File: src/sv/pts_pkg.sv
`default_nettype none
// ---------------------------------------------------------------------------
// pts_pkg: shared types and constants of the periodic tick task scheduler
// command codes, status codes, queue job format and back-end states
// ---------------------------------------------------------------------------
package pts_pkg;

   // number of priority slots in the task table
   localparam int SLOTS = 16;
   localparam int IDX_W = $clog2(SLOTS);
   localparam logic [4:0] SLOTS_LIMIT = 5'(SLOTS);

   // command codes on the request channel
   localparam logic [1:0] CMD_TICK   = 2'd0;
   localparam logic [1:0] CMD_CREATE = 2'd1;
   localparam logic [1:0] CMD_DELETE = 2'd2;

   // result status codes
   typedef enum logic [2:0] {
      ST_OK       = 3'd0,
      ST_DUE      = 3'd1,
      ST_NONE     = 3'd2,
      ST_NOINIT   = 3'd3,
      ST_NULL     = 3'd4,
      ST_NOTFOUND = 3'd5
   } status_type;

   // work classes decided by the front end
   typedef enum logic [1:0] {
      OP_TICK,
      OP_CREATE,
      OP_DELETE,
      OP_REPLY
   } op_type;

   // one queued job
   typedef struct packed {
      op_type      op;
      logic [7:0]  handle;
      logic [3:0]  slot;
      logic [15:0] period;
      status_type  status;
   } job_type;

   // queue head as seen by the back end
   typedef struct packed {
      logic    valid;
      job_type job;
   } qhead_type;

   // back-end sequencer states
   typedef enum logic [1:0] {
      BK_IDLE,
      BK_WALK,
      BK_DONE
   } back_state_type;

endpackage
`default_nettype wire

File: src/sv/pts_if.sv
`default_nettype none
// ---------------------------------------------------------------------------
// pts_if: channel interfaces of the periodic tick task scheduler
// request channel and result channel, each with valid/ready handshake
// ---------------------------------------------------------------------------

// request channel: one command per transaction
interface pts_req_if;
   logic        valid;
   logic        ready;
   logic [1:0]  command;
   logic [7:0]  task_handle;
   logic [3:0]  slot;
   logic [15:0] period;

   modport source (output valid, output command, output task_handle, output slot,
                   output period, input ready);
   modport sink (input valid, input command, input task_handle, input slot,
                 input period, output ready);
endinterface

// result channel: one result per transaction
interface pts_rsp_if;
   logic       valid;
   logic       ready;
   logic [7:0] run_handle;
   logic [3:0] run_slot;
   logic [2:0] status;
   logic       last;

   modport source (output valid, output run_handle, output run_slot, output status,
                   output last, input ready);
   modport sink (input valid, input run_handle, input run_slot, input status,
                 input last, output ready);
endinterface
`default_nettype wire

File: src/sv/pts_front.sv
`default_nettype none
// ---------------------------------------------------------------------------
// pts_front: request decoder
// accepts commands and classifies them into queue jobs, settling every
// case that needs no table access into a queued job that carries only its reply
// ---------------------------------------------------------------------------
module pts_front (
   pts_req_if.sink           req_chan,
   input  logic              enabled,
   output logic              push_valid,
   output pts_pkg::job_type  push_job,
   input  logic              push_ready
);
   import pts_pkg::*;

   assign req_chan.ready = push_ready;
   assign push_valid     = req_chan.valid;

   // classify the incoming transaction
   always_comb begin
      push_job.handle = req_chan.task_handle;
      push_job.slot   = req_chan.slot;
      push_job.period = req_chan.period;
      push_job.op     = OP_REPLY;
      push_job.status = ST_OK;
      case (req_chan.command)
         CMD_TICK: begin
            if (!enabled) begin
               push_job.status = ST_NOINIT;
            end else begin
               push_job.op = OP_TICK;
            end
         end
         CMD_CREATE: begin
            if (!enabled) begin
               push_job.status = ST_NOINIT;
            end else if (req_chan.task_handle == 8'd0) begin
               push_job.status = ST_NULL;
            end else if ({1'b0, req_chan.slot} >= SLOTS_LIMIT) begin
               push_job.status = ST_NOTFOUND;
            end else begin
               push_job.op = OP_CREATE;
            end
         end
         CMD_DELETE: begin
            if (req_chan.task_handle == 8'd0) begin
               push_job.status = ST_NULL;
            end else begin
               push_job.op = OP_DELETE;
            end
         end
         default: begin
            push_job.status = ST_OK;
         end
      endcase
   end

endmodule
`default_nettype wire

File: src/sv/pts_queue.sv
`default_nettype none
// ---------------------------------------------------------------------------
// pts_queue: two-entry job queue
// decouples the request decoder from the table sequencer
// ---------------------------------------------------------------------------
module pts_queue (
   input  logic                clock,
   input  logic                reset,
   input  logic                push_valid,
   input  pts_pkg::job_type    push_job,
   output logic                push_ready,
   output pts_pkg::qhead_type  head,
   input  logic                pop
);
   import pts_pkg::*;

   job_type    entry_ff [2];
   logic       wr_ptr_ff, wr_ptr_in;
   logic       rd_ptr_ff, rd_ptr_in;
   logic [1:0] count_ff, count_in;
   logic       do_push, do_pop;

   assign push_ready = (count_ff != 2'd2);
   assign do_push    = push_valid && push_ready;
   assign do_pop     = pop && (count_ff != 2'd0);
   assign head.valid = (count_ff != 2'd0);
   assign head.job   = entry_ff[rd_ptr_ff];

   // pointer and fill count update
   always_comb begin
      wr_ptr_in = wr_ptr_ff ^ do_push;
      rd_ptr_in = rd_ptr_ff ^ do_pop;
      count_in  = count_ff;
      if (do_push && !do_pop) begin
         count_in = count_ff + 2'd1;
      end else if (!do_push && do_pop) begin
         count_in = count_ff - 2'd1;
      end
   end

   always_ff @(posedge clock) begin
      if (reset) begin
         wr_ptr_ff <= 1'b0;
         rd_ptr_ff <= 1'b0;
         count_ff  <= 2'd0;
      end else begin
         wr_ptr_ff <= wr_ptr_in;
         rd_ptr_ff <= rd_ptr_in;
         count_ff  <= count_in;
      end
   end

   // entry storage
   always_ff @(posedge clock) begin
      if (do_push) begin
         entry_ff[wr_ptr_ff] <= push_job;
      end
   end

endmodule
`default_nettype wire

File: src/sv/pts_back.sv
`default_nettype none
// ---------------------------------------------------------------------------
// pts_back: task table and sequencer
// holds the slot table, walks it one slot a cycle for tick and delete
// unless a due result waits, and drives the registered result channel
// ---------------------------------------------------------------------------
module pts_back (
   input  logic                clock,
   input  logic                reset,
   input  pts_pkg::qhead_type  head,
   output logic                pop,
   pts_rsp_if.source           rsp_chan
);
   import pts_pkg::*;

   // slot table
   logic [SLOTS-1:0] active_ff;
   logic [7:0]       handle_ff  [SLOTS];
   logic [15:0]      period_ff  [SLOTS];
   logic [15:0]      counter_ff [SLOTS];

   logic             tbl_we;
   logic [IDX_W-1:0] tbl_addr;
   logic             tbl_active_in;
   logic [7:0]       tbl_handle_in;
   logic [15:0]      tbl_period_in;
   logic [15:0]      tbl_counter_in;

   // sequencer state
   back_state_type   state_ff, state_in;
   logic [IDX_W-1:0] idx_ff, idx_in;
   op_type           op_ff, op_in;
   logic [7:0]       key_ff, key_in;
   logic             found_ff, found_in;
   logic             pend_valid_ff, pend_valid_in;
   logic [7:0]       pend_handle_ff, pend_handle_in;
   logic [3:0]       pend_slot_ff, pend_slot_in;

   // output register
   logic             out_valid_ff, out_valid_in;
   logic [7:0]       out_handle_ff, out_handle_in;
   logic [3:0]       out_slot_ff, out_slot_in;
   status_type       out_status_ff, out_status_in;
   logic             out_last_ff, out_last_in;

   logic             out_free;
   logic             cur_active;
   logic [15:0]      cnt_inc;
   logic             cur_due;

   assign rsp_chan.valid      = out_valid_ff;
   assign rsp_chan.run_handle = out_handle_ff;
   assign rsp_chan.run_slot   = out_slot_ff;
   assign rsp_chan.status     = out_status_ff;
   assign rsp_chan.last       = out_last_ff;

   assign out_free   = !out_valid_ff || rsp_chan.ready;
   assign cur_active = active_ff[idx_ff];
   assign cnt_inc    = counter_ff[idx_ff] + 16'd1;
   assign cur_due    = cur_active && (cnt_inc == period_ff[idx_ff]);

   // next state, table writes and result generation
   always_comb begin
      state_in       = state_ff;
      idx_in         = idx_ff;
      op_in          = op_ff;
      key_in         = key_ff;
      found_in       = found_ff;
      pend_valid_in  = pend_valid_ff;
      pend_handle_in = pend_handle_ff;
      pend_slot_in   = pend_slot_ff;
      out_valid_in   = out_valid_ff && !rsp_chan.ready;
      out_handle_in  = out_handle_ff;
      out_slot_in    = out_slot_ff;
      out_status_in  = out_status_ff;
      out_last_in    = out_last_ff;
      pop            = 1'b0;
      tbl_we         = 1'b0;
      tbl_addr       = idx_ff;
      tbl_active_in  = 1'b0;
      tbl_handle_in  = 8'd0;
      tbl_period_in  = 16'd0;
      tbl_counter_in = 16'd0;

      case (state_ff)
         BK_IDLE: begin
            if (head.valid) begin
               case (head.job.op)
                  OP_TICK, OP_DELETE: begin
                     pop           = 1'b1;
                     op_in         = head.job.op;
                     key_in        = head.job.handle;
                     idx_in        = '0;
                     found_in      = 1'b0;
                     pend_valid_in = 1'b0;
                     state_in      = BK_WALK;
                  end
                  OP_CREATE: begin
                     if (out_free) begin
                        pop            = 1'b1;
                        tbl_we         = 1'b1;
                        tbl_addr       = head.job.slot[IDX_W-1:0];
                        tbl_active_in  = 1'b1;
                        tbl_handle_in  = head.job.handle;
                        tbl_period_in  = head.job.period;
                        tbl_counter_in = 16'd0;
                        out_valid_in   = 1'b1;
                        out_handle_in  = 8'd0;
                        out_slot_in    = 4'd0;
                        out_status_in  = ST_OK;
                        out_last_in    = 1'b1;
                     end
                  end
                  default: begin
                     if (out_free) begin
                        pop           = 1'b1;
                        out_valid_in  = 1'b1;
                        out_handle_in = 8'd0;
                        out_slot_in   = 4'd0;
                        out_status_in = head.job.status;
                        out_last_in   = 1'b1;
                     end
                  end
               endcase
            end
         end

         BK_WALK: begin
            if (op_ff == OP_TICK) begin
               // hold a due slot while an earlier due result cannot leave
               if (!(cur_due && pend_valid_ff && !out_free)) begin
                  if (cur_active) begin
                     tbl_we         = 1'b1;
                     tbl_active_in  = 1'b1;
                     tbl_handle_in  = handle_ff[idx_ff];
                     tbl_period_in  = period_ff[idx_ff];
                     tbl_counter_in = cur_due ? 16'd0 : cnt_inc;
                  end
                  if (cur_due) begin
                     if (pend_valid_ff) begin
                        out_valid_in  = 1'b1;
                        out_handle_in = pend_handle_ff;
                        out_slot_in   = pend_slot_ff;
                        out_status_in = ST_DUE;
                        out_last_in   = 1'b0;
                     end
                     pend_valid_in  = 1'b1;
                     pend_handle_in = handle_ff[idx_ff];
                     pend_slot_in   = 4'(idx_ff);
                  end
                  idx_in = idx_ff + 1'b1;
                  if (idx_ff == IDX_W'(SLOTS - 1)) begin
                     state_in = BK_DONE;
                  end
               end
            end else begin
               // delete clears every active slot that carries the handle
               if (cur_active && (handle_ff[idx_ff] == key_ff)) begin
                  tbl_we   = 1'b1;
                  found_in = 1'b1;
               end
               idx_in = idx_ff + 1'b1;
               if (idx_ff == IDX_W'(SLOTS - 1)) begin
                  state_in = BK_DONE;
               end
            end
         end

         BK_DONE: begin
            if (out_free) begin
               out_valid_in  = 1'b1;
               out_last_in   = 1'b1;
               out_handle_in = 8'd0;
               out_slot_in   = 4'd0;
               if (op_ff == OP_TICK) begin
                  if (pend_valid_ff) begin
                     out_handle_in = pend_handle_ff;
                     out_slot_in   = pend_slot_ff;
                     out_status_in = ST_DUE;
                  end else begin
                     out_status_in = ST_NONE;
                  end
               end else begin
                  out_status_in = found_ff ? ST_OK : ST_NOTFOUND;
               end
               pend_valid_in = 1'b0;
               state_in      = BK_IDLE;
            end
         end

         default: begin
            state_in = BK_IDLE;
         end
      endcase
   end

   // state register
   always_ff @(posedge clock) begin
      if (reset) begin
         state_ff      <= BK_IDLE;
         pend_valid_ff <= 1'b0;
         out_valid_ff  <= 1'b0;
      end else begin
         state_ff      <= state_in;
         pend_valid_ff <= pend_valid_in;
         out_valid_ff  <= out_valid_in;
      end
   end

   // payload registers
   always_ff @(posedge clock) begin
      idx_ff         <= idx_in;
      op_ff          <= op_in;
      key_ff         <= key_in;
      found_ff       <= found_in;
      pend_handle_ff <= pend_handle_in;
      pend_slot_ff   <= pend_slot_in;
      out_handle_ff  <= out_handle_in;
      out_slot_ff    <= out_slot_in;
      out_status_ff  <= out_status_in;
      out_last_ff    <= out_last_in;
   end

   // slot active bits
   always_ff @(posedge clock) begin
      if (reset) begin
         active_ff <= '0;
      end else if (tbl_we) begin
         active_ff[tbl_addr] <= tbl_active_in;
      end
   end

   // slot contents, meaningful only while active
   always_ff @(posedge clock) begin
      if (tbl_we) begin
         handle_ff[tbl_addr]  <= tbl_handle_in;
         period_ff[tbl_addr]  <= tbl_period_in;
         counter_ff[tbl_addr] <= tbl_counter_in;
      end
   end

endmodule
`default_nettype wire

File: src/sv/periodic_tick_task_scheduler.sv
`default_nettype none
// ---------------------------------------------------------------------------
// periodic_tick_task_scheduler: table of periodic tasks, one per priority slot
// create, delete and tick commands in; due tasks reported per tick
// ---------------------------------------------------------------------------
// A create or a reply-only command (not initialised, null handle, slot out
// of range, unknown command) gives its one result once it leaves the
// two-entry job queue. A tick or a delete walks the sixteen slots one per
// cycle in the sequencer up to its last result; a tick gives one
// transaction per due slot in ascending slot order, or one "no task due"
// transaction, with last set on the final one. The walk pauses at a due
// slot while an earlier due result waits for the result channel. The
// request side keeps accepting until the queue holds two jobs.
// ---------------------------------------------------------------------------
module periodic_tick_task_scheduler (
   input  logic      clock,
   input  logic      reset,
   pts_req_if.sink   req_chan,
   pts_rsp_if.source rsp_chan,
   input  logic      csr_write_enable,
   input  logic      csr_write_data
);
   import pts_pkg::*;

   logic      enabled_ff;
   logic      push_valid;
   job_type   push_job;
   logic      push_ready;
   qhead_type head;
   logic      pop;

   // enable register
   always_ff @(posedge clock) begin
      if (reset) begin
         enabled_ff <= 1'b0;
      end else if (csr_write_enable) begin
         enabled_ff <= csr_write_data;
      end
   end

   pts_front u_front (
      .req_chan   (req_chan),
      .enabled    (enabled_ff),
      .push_valid (push_valid),
      .push_job   (push_job),
      .push_ready (push_ready)
   );

   pts_queue u_queue (
      .clock      (clock),
      .reset      (reset),
      .push_valid (push_valid),
      .push_job   (push_job),
      .push_ready (push_ready),
      .head       (head),
      .pop        (pop)
   );

   pts_back u_back (
      .clock    (clock),
      .reset    (reset),
      .head     (head),
      .pop      (pop),
      .rsp_chan (rsp_chan)
   );

endmodule
`default_nettype wire
File: src/flat_wrapper.sv
// flat-port wrapper written by rule: the top's interface ports become plain ports
module periodic_tick_task_scheduler_flat import pts_pkg::*;
  (clock, reset, csr_write_enable, csr_write_data, req_chan_valid, req_chan_command, req_chan_task_handle, req_chan_slot, req_chan_period, req_chan_ready, rsp_chan_valid, rsp_chan_run_handle, rsp_chan_run_slot, rsp_chan_status, rsp_chan_last, rsp_chan_ready);
  pts_req_if req_chan_i ();
  pts_rsp_if rsp_chan_i ();
  input  logic clock;
  input  logic reset;
  input  logic csr_write_enable;
  input  logic csr_write_data;
  input wire logic [$bits(req_chan_i.valid)-1:0] req_chan_valid;
  input wire logic [$bits(req_chan_i.command)-1:0] req_chan_command;
  input wire logic [$bits(req_chan_i.task_handle)-1:0] req_chan_task_handle;
  input wire logic [$bits(req_chan_i.slot)-1:0] req_chan_slot;
  input wire logic [$bits(req_chan_i.period)-1:0] req_chan_period;
  output wire logic [$bits(req_chan_i.ready)-1:0] req_chan_ready;
  output wire logic [$bits(rsp_chan_i.valid)-1:0] rsp_chan_valid;
  output wire logic [$bits(rsp_chan_i.run_handle)-1:0] rsp_chan_run_handle;
  output wire logic [$bits(rsp_chan_i.run_slot)-1:0] rsp_chan_run_slot;
  output wire logic [$bits(rsp_chan_i.status)-1:0] rsp_chan_status;
  output wire logic [$bits(rsp_chan_i.last)-1:0] rsp_chan_last;
  input wire logic [$bits(rsp_chan_i.ready)-1:0] rsp_chan_ready;
  assign req_chan_i.valid = req_chan_valid;
  assign req_chan_i.command = req_chan_command;
  assign req_chan_i.task_handle = req_chan_task_handle;
  assign req_chan_i.slot = req_chan_slot;
  assign req_chan_i.period = req_chan_period;
  assign req_chan_ready = req_chan_i.ready;
  assign rsp_chan_valid = rsp_chan_i.valid;
  assign rsp_chan_run_handle = rsp_chan_i.run_handle;
  assign rsp_chan_run_slot = rsp_chan_i.run_slot;
  assign rsp_chan_status = rsp_chan_i.status;
  assign rsp_chan_last = rsp_chan_i.last;
  assign rsp_chan_i.ready = rsp_chan_ready;
  periodic_tick_task_scheduler u_core (.clock(clock), .reset(reset), .req_chan(req_chan_i), .rsp_chan(rsp_chan_i), .csr_write_enable(csr_write_enable), .csr_write_data(csr_write_data));
endmodule
File: config.mk
export PLATFORM = sky130hd
export DESIGN_NAME = periodic_tick_task_scheduler_flat
export DESIGN_NICKNAME = d
export VERILOG_FILES = /design/src/sv/pts_pkg.sv /design/src/sv/pts_if.sv /design/src/sv/pts_front.sv /design/src/sv/pts_queue.sv /design/src/sv/pts_back.sv /design/src/sv/periodic_tick_task_scheduler.sv /design/src/flat_wrapper.sv
export SDC_FILE = /design/constraint.sdc
export NUM_CORES = 1
export LEC_CHECK = 0
export BUFFER_PORTS_ARGS = -buffer_cell sky130_fd_sc_hd__buf_2
export CORE_AREA = 8 8 238 240
export CTS_CLUSTER_DIAMETER = 200
export DETAILED_ROUTE_END_ITERATION = 7
export DIE_AREA = 0 0 246 248
export GPL_TIMING_DRIVEN = 0
export PLACE_DENSITY_LB_ADDON = 0.3
export SLEW_MARGIN = 40
export SYNTH_ARGS = -nofsm -noshare
export SYNTH_HDL_FRONTEND = slang
export SYNTH_SLANG_ARGS = --single-unit
export TNS_END_PERCENT = 5
File: constraint.sdc
create_clock -name clock -period 16.21 [get_ports clock]
set_clock_uncertainty 0.1 [all_clocks]
set_input_delay 2.4315 -clock clock [delete_from_list [all_inputs] [get_ports clock]]
set_output_delay 2.4315 -clock clock [all_outputs]
set_load 0.05 [all_outputs]
Yosys cells after proc, flatten, opt, wreduce, memory -nomap -nowiden
Memories as Yosys holds them, arrays and structs flattened. A register that Yosys moved wholly into a read port is not among the register bits.
Cells that the tools add are included.
W data, S select, Z words.
{"block": "classes", "bitwise_logic": 3, "add_sub_neg": 4, "n_reduce_logical": 34, "n_mux": 133, "order_cmp": 3, "n_eq_ne": 22}
{"operator": "$mux W16", "count": 11}
{"operator": "$mux W8", "count": 16}
{"operator": "$mux W4", "count": 21}
{"operator": "$mux W1", "count": 41}
{"operator": "$mux W3", "count": 12}
{"operator": "$pmux W16 S2", "count": 1}
{"operator": "$mux W2", "count": 13}
{"operator": "$pmux W8 S3", "count": 1}
{"operator": "$ne A2 B2 Y1 const B", "count": 10}
{"operator": "$pmux W3 S3", "count": 2}
{"operator": "$add A16 B1 Y16 const B", "count": 1}
{"operator": "$bwmux W16", "count": 1}
{"operator": "$eq A16 B16 Y1", "count": 1}
{"operator": "$pmux W8 S2", "count": 1}
{"operator": "$reduce_and A7 Y1", "count": 2}
{"operator": "$pmux W2 S3", "count": 2}
{"operator": "$pmux W4 S3", "count": 1}
{"operator": "$reduce_and A4 Y1", "count": 3}
{"operator": "$logic_and A1 B1 Y1", "count": 10}
{"operator": "$lt A4 B5 Y1 const B", "count": 2}
{"operator": "$pmux W1 S3", "count": 3}
{"operator": "$reduce_and A9 Y1", "count": 1}
{"operator": "$eq A8 B8 Y1", "count": 1}
{"operator": "$logic_not A2 Y1", "count": 4}
{"operator": "other kinds (24)", "count": 38}
{"block": "totals", "mem_bits_rw": 706, "inputBits": 36, "reg_bits": 68, "elab_cells": 221, "out_inout_bits": 18, "mem_count": 4}
{"name": "u_core.u_back.counter_ff", "words": 16, "word_bits": 16, "read_ports": 1, "rd_clocked_by_memory_dff": 1, "wr": 1, "line_no": "pts_back.sv:20", "source": "logic [15:0] counter_ff [SLOTS];"}
{"name": "u_core.u_back.period_ff", "words": 16, "word_bits": 16, "read_ports": 1, "rd_clocked_by_memory_dff": 1, "wr": 1, "line_no": "pts_back.sv:19", "source": "logic [15:0] period_ff [SLOTS];"}
{"name": "u_core.u_back.handle_ff", "words": 16, "word_bits": 8, "read_ports": 1, "rd_clocked_by_memory_dff": 1, "wr": 1, "line_no": "pts_back.sv:18", "source": "logic [7:0] handle_ff [SLOTS];"}
{"name": "u_core.u_queue.entry_ff", "words": 2, "word_bits": 33, "read_ports": 1, "rd_clocked_by_memory_dff": 1, "wr": 1, "line_no": "pts_queue.sv:17", "source": "job_type entry_ff [2];"}

Depth between registers and ports, before layout
Gate-level depths: netlist of the first run.
{"block": "logic_depth", "depth_word": 11, "mapped_depth": 18, "ltp_nobuf": 14}

Modules after synthesis
From an unflattened synthesis of the first run, not the netlist that was laid out.
{"block": "hier_totals", "hier_cells": 1584, "hier_area_um2": 31417.6}
{"mod": "pts_back", "n_inst": 1, "seq_area_each_um2": 20990.1, "area_each_um2": 28477.3, "cells_each": 1415}
{"mod": "pts_queue", "n_inst": 1, "seq_area_each_um2": 2062.0, "area_each_um2": 2580.0, "cells_each": 124}
{"mod": "pts_front", "n_inst": 1, "seq_area_each_um2": 0.0, "area_each_um2": 326.6, "cells_each": 42}
{"mod": "periodic_tick_task_scheduler", "n_inst": 1, "seq_area_each_um2": 20.0, "area_each_um2": 33.8, "cells_each": 3}

Worst setup path before layout of the first run
No wires, ideal clock.
{"block": "synth_timing", "path_kind": "input to register", "start": "in rsp_chan_ready", "end": "mem u_core.u_back.counter_ff[14][0] (enable)", "stages": 7, "arrival_time_ns": 7.137, "slack_ns": 8.478, "setup_ns": 0.495, "required_time_ns": 15.615, "n_path_buf": 2, "path_cell_list": "nor2b_1 clkbuf_1 nor4_1 clkbuf_1 nor2_1 o21a_1 nor3b_1"}
{"block": "synth_via", "elab_chain_cells": 8, "elab_cells_between_ends": 15, "classes_between": "mux: 12; reduce/logical: 3"}
{"element": "from (decl)", "line_no": "flat_wrapper.sv:21", "source": "input wire logic [$bits(rsp_chan_i.ready)-1:0] rsp_chan_ready;"}
{"element": "$logic_or A1 B1 Y1 (*)", "line_no": "pts_back.sv:57", "source": "assign out_free = !out_valid_ff || rsp_chan.ready;"}
{"element": "$logic_not A1 Y1", "line_no": "pts_back.sv:131", "source": "if (!(cur_due && pend_valid_ff && !out_free)) begin"}
{"element": "$logic_and A1 B1 Y1", "line_no": "pts_back.sv:131"}
{"element": "$mux W1", "line_no": "pts_back.sv:131"}
{"element": "$mux W1", "line_no": "pts_back.sv:129", "source": "if (op_ff == OP_TICK) begin"}
{"element": "$pmux W1 S2", "line_no": "pts_back.sv:85", "source": "case (state_ff)"}
{"element": "$mux W1", "line_no": "pts_back.sv:235", "source": "if (tbl_we) begin"}
{"element": "$mux W1 (not written as such)", "line_no": "pts_back.sv:238", "source": "counter_ff[tbl_addr] <= tbl_counter_in;"}
{"element": "to (decl)", "line_no": "pts_back.sv:20"}
Every way passes the cells marked *; elsewhere a longest branch is shown, timed or not.

==> results of run 1 <==
[placed cells by master, fill, tap and decap left out, drive strengths merged, types with 27 or more instances in the layout]
master / n
edfxtp: 747
dfxtp: 29
nand2: 85
clkinv: 35
buf: 156
mux2i: 39
o21ai: 27
mux4: 177
clkbuf: 132
a21oi: 31
nor2: 73
[state kept, by name (all words and copies together) (netlist names), 2 cells and up, named ones only]
register,cells
u_core.u_back.rsp_chan.run_slot,4
u_core.u_back.state_ff,2
u_core.u_queue.count_ff,2
u_core.u_back.idx_ff,4
u_core.u_back.rsp_chan.run_handle,8
u_core.u_back.pend_handle_ff,8
u_core.u_queue.entry_ff,64
u_core.u_back.pend_slot_ff,4
u_core.u_back.counter_ff,256
u_core.u_back.period_ff,256
u_core.u_back.key_ff,8
u_core.u_back.active_ff,16
u_core.u_back.op_ff,2
u_core.u_back.handle_ff,128
u_core.u_back.rsp_chan.status,3
[layer usage]
layer	vias to the layer above	GRT usage, %	wire length (µm)
li1	7077	-	-
met3	171	5.40	8350
met1	8868	34.9	29700
met5	-	0	0
met4	0	9.22	2260
met2	1104	41.4	38000
[cell type report]
| type | count | area, µm² |
|---|---|---|
| diodes | 1 | 2.50 |
| plain buffers | 78 | 477 |
| clock buffers | 97 | 2080 |
| clock inverters | 44 | 325 |
| fillers | 3209 | 16800 |
| inverters | 9 | 33.8 |
| multi-input cells | 756 | 8070 |
| flip-flops and latches | 776 | 23000 |
| well taps | 696 | 871 |
| repair buffers | 114 | 1420 |
[final timing paths]
kind                            from                            end  slack (ns)  cells past startpoint
min reg2reg  u_core.u_back.idx_ff[2]  u_core.u_back.pend_slot_ff[2]        0.35                      0
min          u_core.u_back.idx_ff[2]  u_core.u_back.pend_slot_ff[2]        0.35                      0
max                             flop  u_core.u_back.period_ff[5][6]        9.04                     18
max reg2reg                     flop  u_core.u_back.period_ff[5][6]        9.04                     18
[logic make-up after synthesis]
family	count (synthesis)
adders and majority gates	9
and+or+nand+nor	317
buffers and inverters	87
xor gates and xnor gates	37
muxes	233
DFF	776
AOI/OAI and AO/OA	160
[power groups by stage]
stage,clock (mW),combinational [mW],sequential (mW)
after global routing,1.80,1.84,2.35
final,1.71,1.75,2.34
after global placement,0,1.66,2.38
after floorplan,0,1.12,2.45
after CTS,1.72,1.73,2.34
after detailed placement,0,1.72,2.38
==> run metrics, run 1 <==
Synth Area in XOR/XNOR 1.04%; Main synth FF type edfxtp_1; design area 0.0363 mm²; Power Internal 3.96 mW; total chip power 5.80 mW; hold buffer count at CTS 0; core area 0.0531 mm²; Critical Path AT approximately 7.4 ns; Leak approximately 12 nW; WL per Instance 30.5 µm; EDFF count, synth 747; Post-Synth Simple-Gate Area roughly 5.2%; clk sink count 776; TNS Setup 0 ns; routed via count 17220; Clock Latency Late Sink 0.62 ns; Comb pwr share 30.2%; asr flop ratio synth 0%; Data required, critical path approximately 16 ns; gr usage total between 20% and 30%; fin nets 1857; Die ar. 0.0610 mm²; total CTS buffers 77; Initial DRT Pass Iterations 6; Slew Viols, Final 0; measured slew at the worst slew-check pin approximately 0.89 ns; syn nets 1664; Reg power frac 40.3%; post-synthesis mux area share around 15%; final setup violation count 0; Fin Hold WS 0.348 ns; Die Ht 248 µm; Synth Area in Adders 0.360%; Sw Pwr 1.84 mW; Post-synth top cells edfxtp_1, mux4_2, nand2_1, nor2_1, mux2i_1; top cell type by total area after synthesis edfxtp_1; Clk network pwr share 29.5%; post-synth cell types 75; combinational family with the most area after synthesis multiplexers; Detailed Place HPWL around 52000 µm; Startpoint Class flop; Worst Setup End Kind flop; Vias/cell roughly 6.7; global placement routability congestion 0.904; final hold violation count 0; status finished clean; vias in the first global route 17247; remaining routing DRC violations 0; largest net degree at the start of global routing 26; hold crit path type reg2reg; CP Cell Sequence buf_2 -> buf_4 -> buf_2 -> buf_2 -> buf_1 -> buf_1 -> mux4_2 -> mux4_2 -> xnor2_1 -> nand2_1 -> nor3_1 -> nand2_1 -> o21a_1 -> buf_2 -> nor2_4 -> buf_16 -> buf_8 -> buf_8; Worst-path clk slew 0.06 ns; P&R area growth vs syn 16.0%; worst vdd ir 113 µV; cells resized by post-CTS repair 0; Final Core Density 68.4%; max_cap viols 0; achievable frequency 139 MHz; Post-Synthesis Cell Area 0.0313 mm²; fin crit period slightly above 7 ns; Post-Syn Area per Cell 19.3 µm²; first-pass GRT wire length ~110000 µm; placed cell area 0.0338 mm²; Buf/Inv on CP 10; Initial Util 59.0%; PD cells around 160 mW/mm²; Mapped Cells 1619; CTS Root Cell clkbuf_16; DRT iter0 DRCs 2228; row count 85; port buffer count 52; crit path kind reg2reg; Rel. slew slack 40.0%; Die X 246 µm; final worst slack 9.04 ns; Crit path max-delay family buffers and inverters; initial antenna violation count 0; critical path fanouts, max 10; count leader, synth edfxtp_1; placed cell count between 2000 and 2500; synth warn 0; Switching Fraction 31.8%; RSZ-0062 raised after global routing no; Final Cycle Share 44.2%; register area share after synthesis 73.5%; Synth Register Bits 776; ranking of synthesized cells by area edfxtp_1, mux4_2, dfxtp_1; Longest Clk Path Bufs 3; CTS tree done; # IOs 54; Place WS about 9 ns; area fraction in compound gates after synthesis 3.63%; GRT overflow 0; post-synth top area share between 70% and 80%; drt total wl 78300 µm; htree depth 3; Final ANT Viol Nets 0; Setup Buffers After CTS 0; Critical Path Most Common Cell buf_2; CP peak stage delay 0.70 ns; fraction of layout cells with a size suffix above 1 27.7%; Slowest-stage cell, CP buf_1; Final Instance Count excl. Fillers 2571
(Power assumes the default switching activity.)
==> run 2, diff against run 1 <==
- CORE_AREA: 8 8 238 240 -> 8 8 246 248
- DIE_AREA: 0 0 246 248 -> 0 0 254 256
- clock period: 16.21 -> 6.1 ns (I/O delays scaled with it)
==> run 2 against run 1 <==
Net effect:
- highest routed layer unchanged
- setup slack worse by 8.9 ns
- register-to-register slack worse by 8.9 ns
- flip-flop and latch count unchanged
- sequential power rose to 2.7 times the previous value
- fmax rose by 20%
==> run metrics, run 2 (synthesized netlist as in run 1, its figures left out) <==
Worst-path clk slew 0.06 ns; most frequent cells in the layout edfxtp_1, mux4_2, nand2_1, clkbuf_16, buf_2; Final ANT Viol Nets 0; placed cell count about 2500; routed via count 16917; Die ar. 0.0650 mm²; total chip power 15.5 mW; Place WS -1.01 ns; DRT iter0 DRCs 1823; fin nets 1860; n_diodes 0; Initial Util 55.1%; Sw Pwr 4.89 mW; hold buffer count at CTS 0; # IOs 54; worst vdd ir about 300 µV; critical path fanouts, max 12; placed cell area 0.0339 mm²; crit path kind reg2reg; Vias/cell approximately 6.4; max_cap viols 0; core area approximately 0.057 mm²; gr usage total 24.0%; htree depth 3; Slew Viols, Final 0; Longest Clk Path Bufs 3; commonest non-fill, non-tap cell in the layout edfxtp_1; top flop regs u_core.u_back.counter_ff (256), u_core.u_back.period_ff (256), u_core.u_back.handle_ff (128); row count 88; Switching Fraction 31.6%; clk sink count 776; Initial DRT Pass Iterations 5; Die Ht 256 µm; Die X 254 µm; final hold violation count 0; total CTS buffers 77; P&R area growth vs syn 17.0%; status finished clean; Startpoint Class flop; design area 0.0366 mm²; Reg power frac 40.1%; Rel. slew slack about 42%; final worst slack 0.125 ns; initial antenna violation count 0; Clk network pwr share 29.9%; drt total wl 77900 µm; Worst Setup End Kind flop; fraction of layout cells with a size suffix above 1 just under 30%; remaining routing DRC violations 0; first-pass GRT wire length 114000 µm; Detailed Place HPWL 51300 µm; hold crit path type reg2reg; fin crit period 5.98 ns; global placement routability congestion 0.896; Power Internal 10.6 mW; vias in the first global route ~17000; Leak 12.4 nW; Comb pwr share roughly 30%; RSZ-0062 raised after global routing yes; port buffer count 52; Final Instance Count excl. Fillers ~2600; Clock Latency Late Sink 0.63 ns; CTS tree done; achievable frequency 167 MHz; Final Cycle Share 98.0%; measured slew at the worst slew-check pin 0.853 ns; Data required, critical path 6.29 ns; largest net degree at the start of global routing 24; GRT overflow 0; final setup violation count 0; TNS Setup 0 ns; CTS Root Cell clkbuf_16; WL per Instance 29.5 µm; PD cells 423 mW/mm²; Critical Path AT 6.17 ns
[run 2: worst max-delay path, cell delays in order (launching register included)]
cell and delay [ns]:
dfxtp_1 0.32, buf_6 0.18, buf_12 0.18, buf_8 0.18
mux4_2 0.52, a22oi_1 0.28, nand2_2 0.20, ha_1 0.35
and3_1 0.19, nor4_1 0.36, nand3_1 0.26, xnor2_1 0.21
nor4b_1 0.32, nand4_1 0.12, or4_1 0.52, nor4b_1 0.78
and4_2 0.56
[run 2: cell type report]
type,count,area (µm²)
flip-flops and latches,776,23000
fillers,3804,20200
multi-input cells,756,8140
clock buffers,102,2080
repair buffers,117,1540
well taps,765,957
plain buffers,78,502
clock inverters,36,344
inverters,9,33.8
[run 2: per-layer routing]
layer	up-vias	GRT usage, %	wire [µm]
met3	144	4.29	7010
met2	928	37.9	37300
met5	-	0	0
li1	7063	-	-
met1	8782	34.0	31500
met4	0	7.95	2110
[run 2: worst paths after layout]
kind,slack (ns),from,to,depth (start not counted)
setup / recovery,0.12,flop,u_core.u_back.pend_slot_ff[2],16
hold / removal,0.36,u_core.u_back.idx_ff[2],u_core.u_back.pend_slot_ff[2],0
setup reg to reg,0.12,flop,u_core.u_back.pend_slot_ff[2],16
hold reg to reg,0.36,u_core.u_back.idx_ff[2],u_core.u_back.pend_slot_ff[2],0
[run 2: per-stage QoR]
stage,hold WS (ns),util [%]
floorplan,0.324,-
global placement,0.337,57.2
detailed placement,0.351,59.7
CTS,0.339,64.1
global route,0.354,64.4
finish,0.363,64.4
[run 2: power groups by stage]
| stage | Combinational (mW) | Clock (mW) | Sequential, mW |
|---|---|---|---|
| floorplan | 2.98 | 0 | 6.50 |
| global placement | 4.42 | 0 | 6.32 |
| detailed placement | 4.56 | 0 | 6.32 |
| CTS | 4.60 | 4.67 | 6.21 |
| global route | 4.91 | 4.86 | 6.23 |
| finish | 4.66 | 4.63 | 6.21 |
[run 2: repair_timing]
action | 4_1_cts | 5_1_grt
pin swaps | 3 | 4
buffers inserted | 4 | 2
setup endpoints to repair | 1303 | 801
resized for setup | 17 | 16
cloned | 0 | 0
endpoints found under the hold margin | 0 | 0
==> run 3, diff against run 2 <==
- CTS_BUF_LIST: unset -> sky130_fd_sc_hd__clkbuf_16
==> run 3 against run 2 <==
Net effect:
- fmax is 1.8% lower
- clock-buffer cell count down 23
- first-iteration DRC count is 3.7% lower
- utilization about the same
- flip-flop and latch count stayed put
- power shrank 0.42%
- register-to-register slack lost 0.11 ns
- sequential power hardly changed
- final area about the same
- clock power fell by 2%
- wire length decreased by 0.16%
- critical path type unchanged
==> run metrics, run 3 (synthesized netlist as in run 1, its figures left out) <==
Slew Viols, Final 0; total chip power 15.4 mW; fin nets 1860; Switching Fraction 31.7%; # IOs 54; Reg power frac 40.3%; achievable frequency 164 MHz; Fill cells 3807; Die Ht ~260 µm; Longest Clk Path Bufs 3; clk sink count 776; Startpoint Class flop; Initial DRT Pass Iterations 5; largest net degree at the start of global routing 24; n_diodes 0; Power Internal 10.5 mW; final hold violation count 0; WL per Instance 29.5 µm; measured slew at the worst slew-check pin 0.912 ns; RSZ-0062 raised after global routing yes; Detailed Place HPWL 51300 µm; Die ar. roughly 0.065 mm²; Rel. slew slack 38.3%; first-pass GRT wire length 114000 µm; Final Cycle Share 99.8%; htree depth 3; Worst-path clk slew ~0.060 ns; final worst slack 0.0143 ns; Place WS -1.01 ns; Final ANT Viol Nets 0; fin crit period just over 6 ns; Clk network pwr share 29.6%; drt total wl 77800 µm; hold crit path type reg2reg; global placement routability congestion ~0.9; Vias/cell 6.41; Fin Hold WS around 0.36 ns; gr usage total around a quarter; critical path fanouts, max 12; final setup violation count 0; Die X 254 µm; Critical Path AT 6.28 ns; port buffer count 52; fraction of layout cells with a size suffix above 1 between 20 and 30%; Initial Util roughly 55%; routed via count 16911; GRT overflow 0; Sw Pwr about 5 mW; total CTS buffers 77; status finished clean; vias in the first global route between 15000 and 20000; CTS Root Cell clkbuf_16; initial antenna violation count 0; P&R area growth vs syn 16.9%; worst vdd ir approximately 300 µV; Data required, critical path 6.29 ns; row count 88; Leak 12.4 nW; PD cells 422 mW/mm²; most frequent cells in the layout edfxtp_1, mux4_2, nand2_1, clkbuf_16, buf_2; Comb pwr share 30.2%; CTS tree done; commonest non-fill, non-tap cell in the layout edfxtp_1; hold buffer count at CTS 0; crit path kind reg2reg; top flop regs u_core.u_back.counter_ff (256), u_core.u_back.period_ff (256), u_core.u_back.handle_ff (128); max_cap viols 0; DRT iter0 DRCs 1755; remaining routing DRC violations 0; Worst Setup End Kind flop; core area 0.0568 mm²; Clock Latency Late Sink ~0.63 ns
## run 3: layer usage
layer  share of wire (%)  GRT usage, %  up-vias
met5                   0             0        -
met4                 2.7          7.95        0
met3                 8.8          4.29      137
met2                  48          37.9      902
met1                  41          34.0     8803
li1                    -             -     7069
## run 3: per-stage QoR
stage | instance area, µm² | setup TNS [ns] | util, % | instances
finish | 36600 | 0 | 64.4 | 2639
global route | 36600 | -0.0118 | 64.4 | 2639
global placement | 32500 | -2533.82 | 57.2 | 2436
detailed placement | 33900 | -624.49 | 59.7 | 2493
CTS | 36400 | 0 | 64.1 | 2635
floorplan | 31300 | 0 | - | 1619
## run 3: worst max-delay path, cell delays in order (launching register included)
cell and delay, ns:
dfxtp_1 0.32, buf_6 0.18, buf_12 0.18, buf_8 0.18
mux4_2 0.52, a22oi_1 0.28, nand2_2 0.20, ha_1 0.36
and3_1 0.19, nor4_1 0.35, nand3_1 0.25, xnor2_1 0.21
nor4b_1 0.36, nand4_1 0.12, or4_1 0.53, nor4b_1 0.83
and4_2 0.56
## run 3: power groups by stage
stage / Combinational (mW) / Sequential [mW] / Clock, mW
5_1_grt: 4.91 / 6.23 / 4.80
3_3_place_gp: 4.42 / 6.32 / 0
6_report: 4.66 / 6.21 / 4.56
4_1_cts: 4.60 / 6.21 / 4.61
3_5_place_dp: 4.56 / 6.32 / 0
2_1_floorplan: 2.98 / 6.50 / 0
## run 3: path summary, 6_finish.rpt
| path | startpoint | endpoint | slack (ns) | depth (start not counted) |
|---|---|---|---|---|
| setup / recovery | flop | u_core.u_back.pend_slot_ff[2] | 0.01 | 16 |
| hold / removal | u_core.u_back.idx_ff[2] | u_core.u_back.pend_slot_ff[2] | 0.36 | 0 |
| setup reg to reg | flop | u_core.u_back.pend_slot_ff[2] | 0.01 | 16 |
| hold reg to reg | u_core.u_back.idx_ff[2] | u_core.u_back.pend_slot_ff[2] | 0.36 | 0 |
## run 3: final cells by class
| type | instances | area, µm² | area share, % |
|---|---|---|---|
| plain buffers | 78 | 502 | 1.37 |
| clock buffers | 79 | 1980 | 5.40 |
| clock inverters | 59 | 430 | 1.18 |
| inverters | 9 | 33.8 | 0.0923 |
| multi-input cells | 756 | 8140 | 22.2 |
| flip-flops and latches | 776 | 23000 | 62.9 |
| well taps | 765 | 957 | 2.62 |
| repair buffers | 117 | 1540 | 4.20 |
## run 3: timing repair
action | in CTS | in global routing
pin swaps | 3 | 4
setup endpoints to repair | 1303 | 799
resized for setup | 17 | 16
setup buffers | 4 | 2
